<file path="src/rtl/kee_pkg.sv">
`timescale 1ns / 1ps
// Shared types, character constants and lookup tables for the key event escape encoder.
package kee_pkg;

  localparam int MaxBytes = 12;                  // longest sequence per event
  localparam int IdxW     = $clog2(MaxBytes + 1);
  localparam int DigMax   = 7;                   // decimal digits of a 21-bit code
  localparam int DigCntW  = $clog2(DigMax + 1);
  localparam int KeyW     = 21;

  // q = (v * DivRecip) >> DivShift equals v / 10 for every v below 2**22
  localparam logic [21:0] DivRecip = 22'd3355444;
  localparam int          DivShift = 25;

  typedef enum logic [1:0] {
    CMD_UNICODE  = 2'd0,
    CMD_NAMED    = 2'd1,
    CMD_FUNCTION = 2'd2,
    CMD_OTHER    = 2'd3
  } cmd_t;

  localparam logic [2:0] MOD_NONE = 3'd0;
  localparam logic [2:0] MOD_ALT  = 3'd2;
  localparam logic [2:0] MOD_CTRL = 3'd4;

  // named key indices that bound the key groups
  localparam logic [3:0] KEY_ESCAPE = 4'd3;
  localparam logic [3:0] KEY_DEL    = 4'd5;   // last key of the C0 group
  localparam logic [3:0] KEY_END    = 4'd11;  // last key of the arrow group
  localparam logic [3:0] FUNC_MAX   = 4'd12;

  localparam logic [7:0] CH_ESC      = 8'h1B;
  localparam logic [7:0] CH_LBRACKET = 8'h5B;
  localparam logic [7:0] CH_SEMI     = 8'h3B;
  localparam logic [7:0] CH_TILDE    = 8'h7E;
  localparam logic [7:0] CH_U        = 8'h75;
  localparam logic [7:0] CH_ZERO     = 8'h30;
  localparam logic [7:0] CH_ONE      = 8'h31;

  typedef struct packed {
    cmd_t        cmd;
    logic [20:0] key_code;
    logic [2:0]  modifiers;
    logic [31:0] utf8_bytes;
    logic [2:0]  utf8_length;
  } item_t;

  // decimal digits of the key code, most significant in digits[0]
  typedef struct packed {
    logic [DigMax-1:0][3:0] digits;
    logic [DigCntW-1:0]     count;
    logic                   done;
  } dec_t;

  typedef struct packed {
    logic [MaxBytes-1:0][7:0] bytes;
    logic [IdxW-1:0]          len;
  } seq_t;

  // short decimal string, first character in chars[0]
  typedef struct packed {
    logic [2:0][7:0] chars;
    logic [1:0]      len;
  } dnum_t;

  function automatic logic [7:0] c0_byte(input logic [3:0] idx);
    logic [7:0] b;
    unique case (idx)
      4'd0:    b = 8'h08;
      4'd1:    b = 8'h09;
      4'd2:    b = 8'h0D;
      4'd3:    b = 8'h1B;
      4'd4:    b = 8'h20;
      4'd5:    b = 8'h7F;
      default: b = 8'h00;
    endcase
    return b;
  endfunction

  // decimal text of the C0 byte of a named key
  function automatic dnum_t c0_dec(input logic [3:0] idx);
    dnum_t d;
    unique case (idx)
      4'd0:    d = '{chars: 24'h000038, len: 2'd1};  // 8
      4'd1:    d = '{chars: 24'h000039, len: 2'd1};  // 9
      4'd2:    d = '{chars: 24'h003331, len: 2'd2};  // 13
      4'd3:    d = '{chars: 24'h003732, len: 2'd2};  // 27
      4'd4:    d = '{chars: 24'h003233, len: 2'd2};  // 32
      4'd5:    d = '{chars: 24'h373231, len: 2'd3};  // 127
      default: d = '{chars: 24'h000000, len: 2'd0};
    endcase
    return d;
  endfunction

  function automatic logic [7:0] arrow_letter(input logic [3:0] idx);
    logic [7:0] b;
    unique case (idx)
      4'd6:    b = 8'h41;  // up
      4'd7:    b = 8'h42;  // down
      4'd8:    b = 8'h44;  // left
      4'd9:    b = 8'h43;  // right
      4'd10:   b = 8'h48;  // home
      4'd11:   b = 8'h46;  // end
      default: b = 8'h00;
    endcase
    return b;
  endfunction

  function automatic logic [7:0] special_digit(input logic [3:0] idx);
    logic [7:0] b;
    unique case (idx)
      4'd12:   b = 8'h32;  // insert
      4'd13:   b = 8'h33;  // delete
      4'd14:   b = 8'h35;  // page up
      4'd15:   b = 8'h36;  // page down
      default: b = 8'h00;
    endcase
    return b;
  endfunction

  // two-digit tilde code of F1..F12, first character in the low byte
  function automatic logic [15:0] func_dec(input logic [3:0] num);
    logic [15:0] s;
    unique case (num)
      4'd1:    s = 16'h3131;
      4'd2:    s = 16'h3231;
      4'd3:    s = 16'h3331;
      4'd4:    s = 16'h3431;
      4'd5:    s = 16'h3531;
      4'd6:    s = 16'h3731;
      4'd7:    s = 16'h3831;
      4'd8:    s = 16'h3931;
      4'd9:    s = 16'h3032;
      4'd10:   s = 16'h3132;
      4'd11:   s = 16'h3332;
      4'd12:   s = 16'h3432;
      default: s = 16'h0000;
    endcase
    return s;
  endfunction

endpackage

</file>
<file path="src/rtl/kee_seq_build.sv">
`timescale 1ns / 1ps
// Combinational assembly of the escape sequence for one key event.
module kee_seq_build import kee_pkg::*; (
  input  item_t item,
  input  dec_t  dec,
  output seq_t  seq
);

  localparam logic [KeyW-1:0] LowA   = KeyW'(8'h61);
  localparam logic [KeyW-1:0] LowZ   = KeyW'(8'h7A);
  localparam logic [KeyW-1:0] CaseOf = KeyW'(8'h20);
  localparam logic [KeyW-1:0] CtlLo  = KeyW'(8'h40);
  localparam logic [KeyW-1:0] CtlHi  = KeyW'(8'h5F);
  localparam logic [KeyW-1:0] LetH   = KeyW'(8'h48);
  localparam logic [KeyW-1:0] LetI   = KeyW'(8'h49);
  localparam logic [KeyW-1:0] LetM   = KeyW'(8'h4D);
  localparam logic [KeyW-1:0] LetBr  = KeyW'(8'h5B);
  localparam int              SeqW   = MaxBytes * 8;

  logic [3:0]              idx;
  logic                    idx_hi;
  logic [2:0]              mods;
  logic [7:0]              mod_char;
  logic [2:0]              utf8_n;
  logic [DigMax-1:0][7:0]  utf8_body;
  logic [DigMax-1:0][7:0]  num_body;
  logic [KeyW-1:0]         ctrl_u;
  logic                    ctrl_ok;
  logic [7:0]              c0b;
  dnum_t                   c0d;
  logic [15:0]             fnum;

  logic [1:0][7:0]         head;
  logic [DigMax-1:0][7:0]  body;
  logic [DigMax-1:0][7:0]  body_m;
  logic [2:0][7:0]         tail;
  logic [1:0]              hl;
  logic [DigCntW-1:0]      bl;
  logic [1:0]              tl;
  logic [IdxW-1:0]         hb_len;
  logic [IdxW-1:0]         total;
  logic [SeqW-1:0]         seq_bits;

  assign idx       = item.key_code[3:0];
  assign idx_hi    = (item.key_code[KeyW-1:4] != '0);
  assign mods      = item.modifiers;
  assign mod_char  = CH_ONE + {5'b00000, mods};
  assign utf8_n    = (item.utf8_length > 3'd4) ? 3'd4 : item.utf8_length;
  assign utf8_body = {24'h000000, item.utf8_bytes};
  assign c0b       = c0_byte(idx);
  assign c0d       = c0_dec(idx);
  assign fnum      = func_dec(idx);

  // lower-case letters fold to upper case for the Ctrl test only
  assign ctrl_u  = (item.key_code >= LowA && item.key_code <= LowZ) ?
                   item.key_code - CaseOf : item.key_code;
  assign ctrl_ok = (ctrl_u >= CtlLo) && (ctrl_u <= CtlHi) && (ctrl_u != LetH) &&
                   (ctrl_u != LetI) && (ctrl_u != LetM) && (ctrl_u != LetBr);

  always_comb begin
    for (int i = 0; i < DigMax; i++) begin
      num_body[i] = CH_ZERO | {4'h0, dec.digits[i]};
    end
  end

  always_comb begin
    head = '0;
    body = '0;
    tail = '0;
    hl   = '0;
    bl   = '0;
    tl   = '0;
    unique case (item.cmd)
      CMD_UNICODE: begin
        if (mods == MOD_NONE) begin
          body = utf8_body;
          bl   = DigCntW'(utf8_n);
        end else if (mods == MOD_CTRL && ctrl_ok) begin
          body[0] = {3'b000, ctrl_u[4:0]};
          bl      = DigCntW'(1);
        end else if (mods == MOD_ALT) begin
          head[0] = CH_ESC;
          hl      = 2'd1;
          body    = utf8_body;
          bl      = DigCntW'(utf8_n);
        end else begin
          head    = {CH_LBRACKET, CH_ESC};
          hl      = 2'd2;
          body    = num_body;
          bl      = dec.count;
          tail    = {CH_U, mod_char, CH_SEMI};
          tl      = 2'd3;
        end
      end
      CMD_NAMED: begin
        if (idx_hi) begin
          // unknown key: nothing
        end else if (idx == KEY_ESCAPE ||
                     (idx <= KEY_DEL && mods != MOD_NONE && mods != MOD_ALT)) begin
          head = {CH_LBRACKET, CH_ESC};
          hl   = 2'd2;
          body = (DigMax*8)'(c0d.chars);
          bl   = DigCntW'(c0d.len);
          tail = {CH_U, mod_char, CH_SEMI};
          tl   = 2'd3;
        end else if (idx <= KEY_DEL) begin
          if (mods == MOD_ALT) begin
            head[0] = CH_ESC;
            hl      = 2'd1;
          end
          body[0] = c0b;
          bl      = DigCntW'(1);
        end else if (idx <= KEY_END) begin
          head = {CH_LBRACKET, CH_ESC};
          hl   = 2'd2;
          if (mods != MOD_NONE) begin
            body[0] = CH_ONE;
            body[1] = CH_SEMI;
            body[2] = mod_char;
            bl      = DigCntW'(3);
          end
          tail[0] = arrow_letter(idx);
          tl      = 2'd1;
        end else begin
          head    = {CH_LBRACKET, CH_ESC};
          hl      = 2'd2;
          body[0] = special_digit(idx);
          bl      = DigCntW'(1);
          if (mods != MOD_NONE) begin
            tail = {CH_TILDE, mod_char, CH_SEMI};
            tl   = 2'd3;
          end else begin
            tail[0] = CH_TILDE;
            tl      = 2'd1;
          end
        end
      end
      CMD_FUNCTION: begin
        if (!idx_hi && idx != 4'd0 && idx <= FUNC_MAX) begin
          head    = {CH_LBRACKET, CH_ESC};
          hl      = 2'd2;
          body[0] = fnum[7:0];
          body[1] = fnum[15:8];
          bl      = DigCntW'(2);
          if (mods != MOD_NONE) begin
            tail = {CH_TILDE, mod_char, CH_SEMI};
            tl   = 2'd3;
          end else begin
            tail[0] = CH_TILDE;
            tl      = 2'd1;
          end
        end
      end
      CMD_OTHER: begin
        // no encoding
      end
    endcase
  end

  // clear body bytes past its length so the tail lands on zeros
  always_comb begin
    for (int i = 0; i < DigMax; i++) begin
      body_m[i] = (DigCntW'(i) < bl) ? body[i] : 8'h00;
    end
  end

  assign hb_len   = IdxW'(hl) + IdxW'(bl);
  assign total    = hb_len + IdxW'(tl);
  assign seq_bits = SeqW'(head) | (SeqW'(body_m) << {hl, 3'b000}) |
                    (SeqW'(tail) << {hb_len, 3'b000});

  always_comb begin
    seq.len = total;
    for (int i = 0; i < MaxBytes; i++) begin
      seq.bytes[i] = (IdxW'(i) < total) ? seq_bits[i*8 +: 8] : 8'h00;
    end
  end

endmodule

</file>
<file path="config.mk">
export PLATFORM = sky130hd
export DESIGN_NAME = kee_seq_build
export DESIGN_NICKNAME = d
export VERILOG_FILES = /design/src/rtl/kee_pkg.sv /design/src/rtl/kee_seq_build.sv
export SDC_FILE = /design/constraint.sdc
export NUM_CORES = 1
export LEC_CHECK = 0
export BUFFER_PORTS_ARGS = -buffer_cell sky130_fd_sc_hd__buf_4
export CORE_ASPECT_RATIO = 0.9
export CORE_MARGIN = 1.5
export CORE_UTILIZATION = 45
export DETAILED_ROUTE_END_ITERATION = 7
export PLACE_DENSITY = 0.73
export SYNTH_ARGS = -nofsm -noshare
export SYNTH_HDL_FRONTEND = slang
export SYNTH_SLANG_ARGS = --single-unit
</file>
<file path="constraint.sdc">
create_clock -name vclk -period 8.5
set_clock_uncertainty 0.2 [all_clocks]
set_input_delay 0.85 -clock vclk [all_inputs]
set_output_delay 0.85 -clock vclk [all_outputs]
set_load 0.03 [all_outputs]
</file>
# --- After elaboration in Yosys (flattened, before gate mapping) ---
# Memory sizes are Yosys's and may differ from the RTL's.
# Index checks and enable logic that the tools add are counted.
classes:
  mux: 90
  eq_ne: 24
  n_shift: 2
  bitwise_logic: 2
  n_reduce_logical: 19
  magnitude_cmp: 27
  addsub: 4
ops:
  columns: ["cell", "count"]
  rows:
  - ["$mux 8", 22]
  - ["$mux 23", 7]
  - ["$pmux 24 s6", 1]
  - ["$mux 15", 7]
  - ["$or 16x96->96", 1]
  - ["$or 96x96->96", 1]
  - ["$shl 24x7->96", 1]
  - ["$shl 56x5->96", 1]
  - ["$ne 21x7->1 const B", 4]
  - ["$pmux 7 s6", 2]
  - ["$pmux 40 s2", 1]
  - ["$mux 24", 3]
  - ["$pmux 24 s3", 1]
  - ["$mux 56", 1]
  - ["$mux 54", 1]
  - ["$mux 16", 3]
  - ["$mux 48", 1]
  - ["$pmux 16 s3", 1]
  - ["$pmux 15 s3", 1]
  - ["$ge 21x7->1 const B", 2]
  - ["$le 21x7->1 const B", 2]
  - ["$mux 2", 18]
  - ["$eq 4x4->1 const B", 8]
  - ["$mux 7", 4]
  - ["other kinds (38)", 74]
word_totals:
  memories: 1
  ff_bits: 0
  elab_cells: 169
  output_inout_bits: 100
  rom_bits: 160
mem_list:
  columns: ["name", "depth", "word_bits", "read_ports", "rd_clocked_by_memory_dff", "write_ports", "line", "rtl"]
  rows:
  - ["(no name shown)", 16, 10, 1, 0, 0, "kee_pkg.sv:124", "unique case (num)"]

# --- Logic depth before layout (Yosys ltp) ---
# Gate-level depths: netlist of the first run.
depth:
  ltp_word: 19
  mapped_depth: 25
  ltp_nobuf: 19

# --- Worst setup path before layout of the first run ---
# Ideal clock, no wire load.
synth_timing:
  path_kind: "input port to output port"
  startpoint: "in item[35] in the netlist's numbering"
  endpoint: "out seq[11] in the netlist's numbering"
  arrival_time_ns: 6.663
  stages: 22
  n_path_buf: 4
  path_slack_ns: 0.787
  cell_sequence: "inv_1 -> ha_1 -> o21bai_1 -> buf_4 -> nand3_1 -> and2_1 -> a41oi_1 -> clkinv_1 -> clkbuf_1 -> ha_1 -> inv_1 -> fa_1 -> inv_1 -> clkbuf_1 -> clkbuf_1 -> ha_1 -> a21oi_1 -> xnor2_1 -> nor2_1 -> a211oi_4 -> nor3_2 -> nor4_1"
synth_rtl:
  columns: ["element", "line", "rtl"]
  rows:
  - ["start: declaration", "kee_seq_build.sv:4", "input item_t item,"]
  - ["end: declaration", "kee_seq_build.sv:6", "output seq_t seq"]

==> results.toml, run 1 <==
[outcome]
run_status = "completed"

[yosys]
syn_area_um2 = 4630
yosysUniqueCellTypes = 87
ys.warnings.count = 0
ys_seq_area_share_pct = 0
synthCells = 761
syn_area_per_cell_um2 = 6.09

[sta]
worst_pin_slew_ns = 1.16
fin_hold_ws_ns = 1.86
fmaxAchievable_mhz = 129
finalHoldViolations = 0
relSlewSlack_pct = 22.7
timing.final.crit_period_ns = 7.76
period_share_pct = 91.3
rsz0062_at_grt = "false"
fin_setup_tns_ns = 0
slew_violations = 0
finalSetupViolations = 0

[clock_tree]
cts_resized = 0
postCtsSetupRepairBufs = 0
cts_hold_buf = 0

[layout]
finalNonFillerCells = 1023
clock_buffers = 0
mostFrequentLayoutCells = "203 x buf_4, 92 x nor2_1, 77 x nand2_1"
seq_area_um2 = 0
num_antenna_cells = 0
final_layout_size_suffix_gt1_share_pct = 26.9
syn_to_final_growth_pct = 29.2
design.seq.count = 0
nNetsFinal = 1009
final_common_cell = "buf_4"

[worst_setup_path]
critPathMaxFanout = 16
critPathKind = "input pin to output pin"
worstPathRequired_ns = 7.45
start_kind = "input pin"
end_kind = "output pin"
cp.arrival_ns = 6.71

[pwr]
p_leak_uw = 0.00231
power_density_nw_per_um2 = 50.8
vdd_ir_drop_max_uv = 38.7

[hold_path]
holdCritPathClass = "input pin to output pin"
holdPathStages = 4

[floorplanning]
die_w_um = 110
rows = 34
die_y_um = 99.2
core_area_um2 = 9830
start_util_pct = 47.1
io_pins = 193
dieArea_um2 = 10900

[routing]
drtAntennaViolNets = 0
firstDrtPassIters = 6
wl_per_cell_um = 24.2
drc = 0
drt_iter0_drc = 1392
postRouteWirelength_mm = 24.8
vias_per_cell = 7.13
vias = 7293

[place]
placed_cells = 1023
port_buffers = 185
place_congestion = 1.09
dp_hpwl_mm = 19.1

[grt]
grt_pass1_wl_mm = 37.4
grt_overflow_total = 0
track_usage_pct = 44.0
grt_pass1_vias = 6614
grt_max_degree = 45
antenna_found_initial = 1

[run]
cap_violations = 0
cell families after synthesis:
kind of cell    share of synthesized area (%)
buf+inv                                  9.86
xor+xnor                                 1.05
other cells                            0.0810
fa+ha+maj                                4.92
simple gates                             35.3
compound gates                           46.5
mux                                      2.30
path summary, 6_finish.rpt:
kind,from,to,slack (ns)
min,dec[21],seq[53],1.86
max,item[39],seq[44],0.74
layer usage:
layer	share of wire (%)	vias up	track usage, %
met4	4.1	2	14.7
met1	39	3272	61.6
met3	17	100	12.9
met5	0.048	-	0
met2	40	755	63.7
li1	-	3164	-
critical path, stage by stage:
cell,delay [ns]
buf_4,0.16
inv_1,0.11
ha_1,0.59
or3b_2,0.51
o211ai_1,0.19
or3_1,0.38
o31ai_2,0.23
a211oi_2,0.68
fa_1,0.56
inv_1,0.09
ha_1,0.22
a21oi_1,0.06
buf_4,0.18
o21ai_0,0.15
o311ai_0,0.17
a31oi_2,0.72
o22ai_2,0.32
a31oi_1,0.31
buf_4,0.22
final cells by class:
cell class,instances,area [um^2]
fillers,960,3850
repair buffers,203,1520
well taps,126,158
inverters,24,90.1
multi-input cells,670,4210
through the flow:
stage                     util (%)  instance area (um^2)  setup WS, ns  total power, uW
final                         60.9                  5980         0.740              304
after global routing          60.9                  5980         0.486              319
after CTS                     60.9                  5980         0.975              291
after detailed placement      60.9                  5980         0.983              290
after global placement        60.9                  5980          1.11              287
after floorplan                  -                  4650         0.787              179
report_power, final:
| group | total, uW | leakage [uW] | internal (uW) | switching, uW |
|---|---|---|---|---|
| sequential | 0 | 0 | 0 | 0 |
| clock | 0 | 0 | 0 | 0 |
| combinational | 304 | 0.00231 | 101 | 203 |
Yosys cell counts (all sizes together), types with 6 or more instances:
| library cell | instances | area, um^2 |
|---|---|---|
| nor2 | 93 | 352 |
| nand2 | 77 | 289 |
| a21oi | 66 | 342 |
| nand3 | 56 | 280 |
| o21ai | 50 | 262 |
| buf | 43 | 254 |
| nor3 | 31 | 175 |
| a31oi | 30 | 194 |
| clkbuf | 30 | 113 |
| a22oi | 22 | 165 |
| inv | 22 | 82.6 |
| a211oi | 17 | 163 |
| ha | 15 | 188 |
| a32oi | 14 | 123 |
| o22ai | 13 | 100 |
| o211ai | 12 | 90.1 |
| nand4 | 11 | 75.1 |
| nand2b | 9 | 56.3 |
| and3 | 8 | 50.1 |
| mux2i | 8 | 80.1 |
| nor2b | 8 | 50.1 |
| or2 | 7 | 43.8 |
| a21boi | 6 | 45.1 |
| and2 | 6 | 37.5 |
| or3 | 6 | 37.5 |
Power figures use the tool's default switching activity.
==> run 2, diff against run 1 <==
--- a/config.mk
+++ b/config.mk
@@ -6,10 +6,12 @@
 export NUM_CORES = 1
 export LEC_CHECK = 0
 export BUFFER_PORTS_ARGS = -buffer_cell sky130_fd_sc_hd__buf_4
+export CAP_MARGIN = 20
 export CORE_ASPECT_RATIO = 0.9
 export CORE_MARGIN = 1.5
 export CORE_UTILIZATION = 45
 export DETAILED_ROUTE_END_ITERATION = 7
+export MAX_ROUTING_LAYER = met4
 export PLACE_DENSITY = 0.73
 export SYNTH_ARGS = -nofsm -noshare
 export SYNTH_HDL_FRONTEND = slang
==> results.toml, run 2 (synthesis results as in run 1) <==
[pwr]
sw_frac_of_total_pct = 66.6
p_leak_uw = 0.00234
power_frac_comb_pct = 100.0
p_clk_share_pct = 0
power_density_nw_per_um2 = 50.9
pwr-share-seq_pct = 0
vdd_ir_drop_max_uv = 41.0
p_int_uw = 103
switchingPower_uw = 204

[routing]
postRouteWirelength_mm = 25.1
drc = 0
firstDrtPassIters = 6
wl_per_cell_um = 24.4
drtAntennaViolNets = 0
drt_iter0_drc = 1193
vias = 7365
vias_per_cell = 7.15

[floorplanning]
rows = 34
io_pins = 193
dieArea_um2 = 10900
die_y_um = 99.2
start_util_pct = 47.1
die_w_um = 110
core_area_um2 = 9830

[layout]
design.seq.count = 0
final_util_pct = 61.4
clock_buffers = 0
num_antenna_cells = 0
nNetsFinal = 1016
final_common_cell = "buf_4"
mostFrequentLayoutCells = "210 x buf_4, 92 x nor2_1, 77 x nand2_1"
finalNonFillerCells = 1030
syn_to_final_growth_pct = 30.3
seq_area_um2 = 0
final_layout_size_suffix_gt1_share_pct = 27.4
fillers = 971

[sta]
finalWorstSetupSlack_ns = 0.985
finalSetupViolations = 0
worst_pin_slew_ns = 0.882
period_share_pct = 88.4
relSlewSlack_pct = 39.7
fin_setup_tns_ns = 0
fin_hold_ws_ns = 1.86
rsz0062_at_grt = "false"
finalHoldViolations = 0
slew_violations = 0
fmaxAchievable_mhz = 133
timing.final.crit_period_ns = 7.52

[grt]
antenna_found_initial = 0
track_usage_pct = 45.6
grt_pass1_wl_mm = 37.5
grt_max_degree = 45
grt_overflow_total = 0
grt_pass1_vias = 6682

[outcome]
run_status = "completed"

[place]
dp_hpwl_mm = 19.3
port_buffers = 185
place_congestion = 1.09
pre_cts_slack_ns = 1.23
placed_cells = 1030

[worst_setup_path]
worstPathRequired_ns = 7.45
cp.arrival_ns = 6.47
critPathMaxFanout = 16
critPathKind = "input pin to output pin"
start_kind = "input pin"
end_kind = "output pin"

[clock_tree]
cts_resized = 0
postCtsSetupRepairBufs = 0
cts_hold_buf = 0

[hold_path]
holdPathStages = 4
holdCritPathClass = "input pin to output pin"

[run]
cap_violations = 0
[run 2: cell type report]
class	count	area, um^2	area share [%]
timing repair buffer	210	1580	26.1
multi-input combinational	670	4210	69.8
inverter	24	90.1	1.49
tap	126	158	2.61
[run 2: worst paths after layout]
| check | from | to | slack [ns] |
|---|---|---|---|
| max | item[39] | seq[37] | 0.98 |
| min | dec[22] | seq[54] | 1.86 |
[run 2: power by group through the flow]
stage	registers (uW)	logic, uW	clock network (uW)
final	0	307	0
after global routing	0	321	0
after CTS	0	294	0
after detailed placement	0	292	0
after global placement	0	289	0
after floorplan	0	179	0
[run 2: critical path: stages]
cell and delay, ns:
buf_4 0.16, inv_1 0.11, ha_1 0.17, buf_4 0.24
or3b_2 0.50, o211ai_1 0.18, or3_1 0.39, o31ai_2 0.21
a211oi_2 0.64, fa_1 0.57, inv_1 0.09, ha_1 0.22
a21oi_1 0.39, buf_4 0.23, xnor2_1 0.12, nor2_1 0.08
a211oi_4 0.47, o22ai_2 0.26, a31oi_1 0.33, buf_4 0.22
[run 2: per-stage QoR]
| step | cell area (um^2) | power (uW) |
|---|---|---|
| 2_1_floorplan | 4650 | 179 |
| 3_3_place_gp | 6030 | 289 |
| 3_5_place_dp | 6030 | 292 |
| 4_1_cts | 6030 | 294 |
| 5_1_grt | 6030 | 321 |
| 6_report | 6030 | 307 |
[run 2: per-layer routing]
metal  track usage (%)  vias to the layer above  share of wire (%)
met4              12.4                        0                3.5
met1              61.7                     3395                 39
met5                 -                        -                  0
met3              13.6                       95                 16
met2              65.5                      700                 42
li1                  -                     3175                  -
==> run 3, diff against run 2 <==
--- a/config.mk
+++ b/config.mk
@@ -5,6 +5,7 @@
 export SDC_FILE = /design/constraint.sdc
 export NUM_CORES = 1
 export LEC_CHECK = 0
+export ABC_AREA = 1
 export BUFFER_PORTS_ARGS = -buffer_cell sky130_fd_sc_hd__buf_4
 export CAP_MARGIN = 20
 export CORE_ASPECT_RATIO = 0.9
@@ -12,7 +13,7 @@
 export CORE_UTILIZATION = 45
 export DETAILED_ROUTE_END_ITERATION = 7
 export MAX_ROUTING_LAYER = met4
-export PLACE_DENSITY = 0.73
+export PLACE_DENSITY = 0.72
 export SYNTH_ARGS = -nofsm -noshare
 export SYNTH_HDL_FRONTEND = slang
 export SYNTH_SLANG_ARGS = --single-unit
==> constraint.sdc (replaced) <==
create_clock -name vclk -period 8.2
set_clock_uncertainty 0.2 [all_clocks]
set_input_delay 0.82 -clock vclk [all_inputs]
set_output_delay 0.82 -clock vclk [all_outputs]
set_load 0.03 [all_outputs]
==> results.toml, run 3 <==
[outcome]
run_status = "completed"

[layout]
finalNonFillerCells = 1238
nNetsFinal = 1221
clock_buffers = 0
syn_to_final_growth_pct = 28.3
seq_area_um2 = 0
mostFrequentLayoutCells = "264 x nand2_1, 194 x buf_4, 151 x nor2_1"
final_layout_size_suffix_gt1_share_pct = 23.1
fillers = 1144
design.seq.count = 0
final_common_cell = "nand2_1"
num_antenna_cells = 0
finish.instance_area_um2 = 6080
multi_input_area_um2 = 4040

[routing]
drtAntennaViolNets = 0
drc = 0
drt_iter0_drc = 820
vias_per_cell = 5.60
firstDrtPassIters = 5
wl_per_cell_um = 16.7
postRouteWirelength_mm = 20.7
vias = 6931

[pwr]
sw_frac_of_total_pct = 67.6
vdd_ir_drop_max_uv = 39.7
p_clk_share_pct = 0
power_frac_comb_pct = 100.0
pwr-share-seq_pct = 0
p_leak_uw = 0.00318
p_int_uw = 102
power_density_nw_per_um2 = 51.9
switchingPower_uw = 213

[place]
placed_area_um2 = 6080
dp_hpwl_mm = 17.0
placed_cells = 1238
place_congestion = 1.01
port_buffers = 185
pre_cts_slack_ns = 1.27

[sta]
worst_pin_slew_ns = 0.630
fin_setup_tns_ns = 0
finalHoldViolations = 0
timing.final.crit_period_ns = 7.05
fin_hold_ws_ns = 1.82
rsz0062_at_grt = "false"
slew_violations = 0
finalSetupViolations = 0
period_share_pct = 86.0
finalWorstSetupSlack_ns = 1.15
relSlewSlack_pct = 57.5
fmaxAchievable_mhz = 142

[floorplanning]
core_area_um2 = 10200
io_pins = 193
die_y_um = 100
die_w_um = 111
start_util_pct = 46.2
dieArea_um2 = 11200
rows = 35

[yosys]
syn_area_um2 = 4740
ys_top_cells_by_count = "264 x nand2_1, 151 x nor2_1, 110 x nand3_1"
synth_top_area_share_pct = 20.9
yosysMostFrequentCell = "nand2_1"
syn_area_per_cell_um2 = 4.95
synthCells = 957
ys.warnings.count = 0
yosysUniqueCellTypes = 55
synthTopCellsByArea = "nand2_1 21%, nor2_1 12%, nand3_1 12%"
ys_seq_area_share_pct = 0
yosysTopAreaCell = "nand2_1"

[worst_setup_path]
critPathMaxFanout = 29
end_kind = "output pin"
worstPathRequired_ns = 7.18
start_kind = "input pin"
cp.arrival_ns = 6.03
crit_slowest_cell = "fa_1"
critPathCapture = "seq[39]"
critPathKind = "input pin to output pin"
cp_common_cell = "nand2_1"
slowest_delay_ns = 0.63
crit_start = "item[39]"

[clock_tree]
cts_resized = 0
cts_hold_buf = 0
postCtsSetupRepairBufs = 0

[grt]
grt_pass1_wl_mm = 31.9
grt_max_degree = 42
track_usage_pct = 36.4
grt_overflow_total = 0
antenna_found_initial = 0
grt_pass1_vias = 6187

[hold_path]
holdCritPathClass = "input pin to output pin"
min_from = "dec[21]"
holdPathStages = 4

[run]
cap_violations = 0
[run 3: cell count changes after synthesis, moves of 10 or more]
cell      change
nand2_1     +187
inv_1        +83
nor2_1       +59
nand3_1      +54
a31oi_1      -23
a22oi_1      -19
clkbuf_1     -18
a32oi_1      -14
a211oi_1     -12
nor3_1       -11
nand2_2      +10
nand4_1      +10
[run 3: layer usage]
metal	track usage, %	part of all wire (%)
met2	56.1	42
met4	7.89	2.3
met3	5.80	11
met5	-	0
met1	50.3	45
[run 3: per-stage QoR]
| step | power, uW | utilization [%] |
|---|---|---|
| floorplan | 199 | - |
| global placement | 307 | 59.3 |
| detailed placement | 307 | 59.3 |
| CTS | 308 | 59.3 |
| global route | 341 | 59.3 |
| finish | 316 | 59.3 |
[run 3: worst min-delay path by stage]
stage	to	slack, ns
after global routing	seq[70]	1.84
after floorplan	seq[11]	1.65
after CTS	seq[62]	1.81
final	seq[53]	1.82
after global placement	seq[62]	1.80
after detailed placement	seq[62]	1.81
[run 3: cell families (layout without fill, tap and decap cells)]
kind of cell | Yosys count | count (layout) | share of synthesized area (%)
AND/OR/NAND/NOR | 612 | 612 | 58.9
AO/OA/AOI/OAI | 165 | 165 | 20.6
buffers and inverters | 161 | 307 | 15.4
adder cells (fa/ha/maj) | 17 | 17 | 4.81
other | 1 | 7 | 0.0791
XOR/XNOR | 1 | 1 | 0.185
[run 3: area by class of cell]
| class | count | area share [%] |
|---|---|---|
| inverters | 113 | 6.98 |
| well taps | 129 | 2.66 |
| repair buffers | 194 | 24.0 |
| multi-input cells | 802 | 66.4 |
[run 3: power groups by stage]
stage	Clock, uW	Sequential, uW	Combinational, uW
4_1_cts	0	0	308
6_report	0	0	316
3_5_place_dp	0	0	307
5_1_grt	0	0	341
2_1_floorplan	0	0	199
3_3_place_gp	0	0	307
[run 3: worst max-delay path, delay by kind of cell]
family | cells | cell delay, ns
adders and majority gates | 4 | 1.45
buffers and inverters | 7 | 1.10
and+or+nand+nor | 17 | 2.19
AOI/OAI and AO/OA | 3 | 0.41
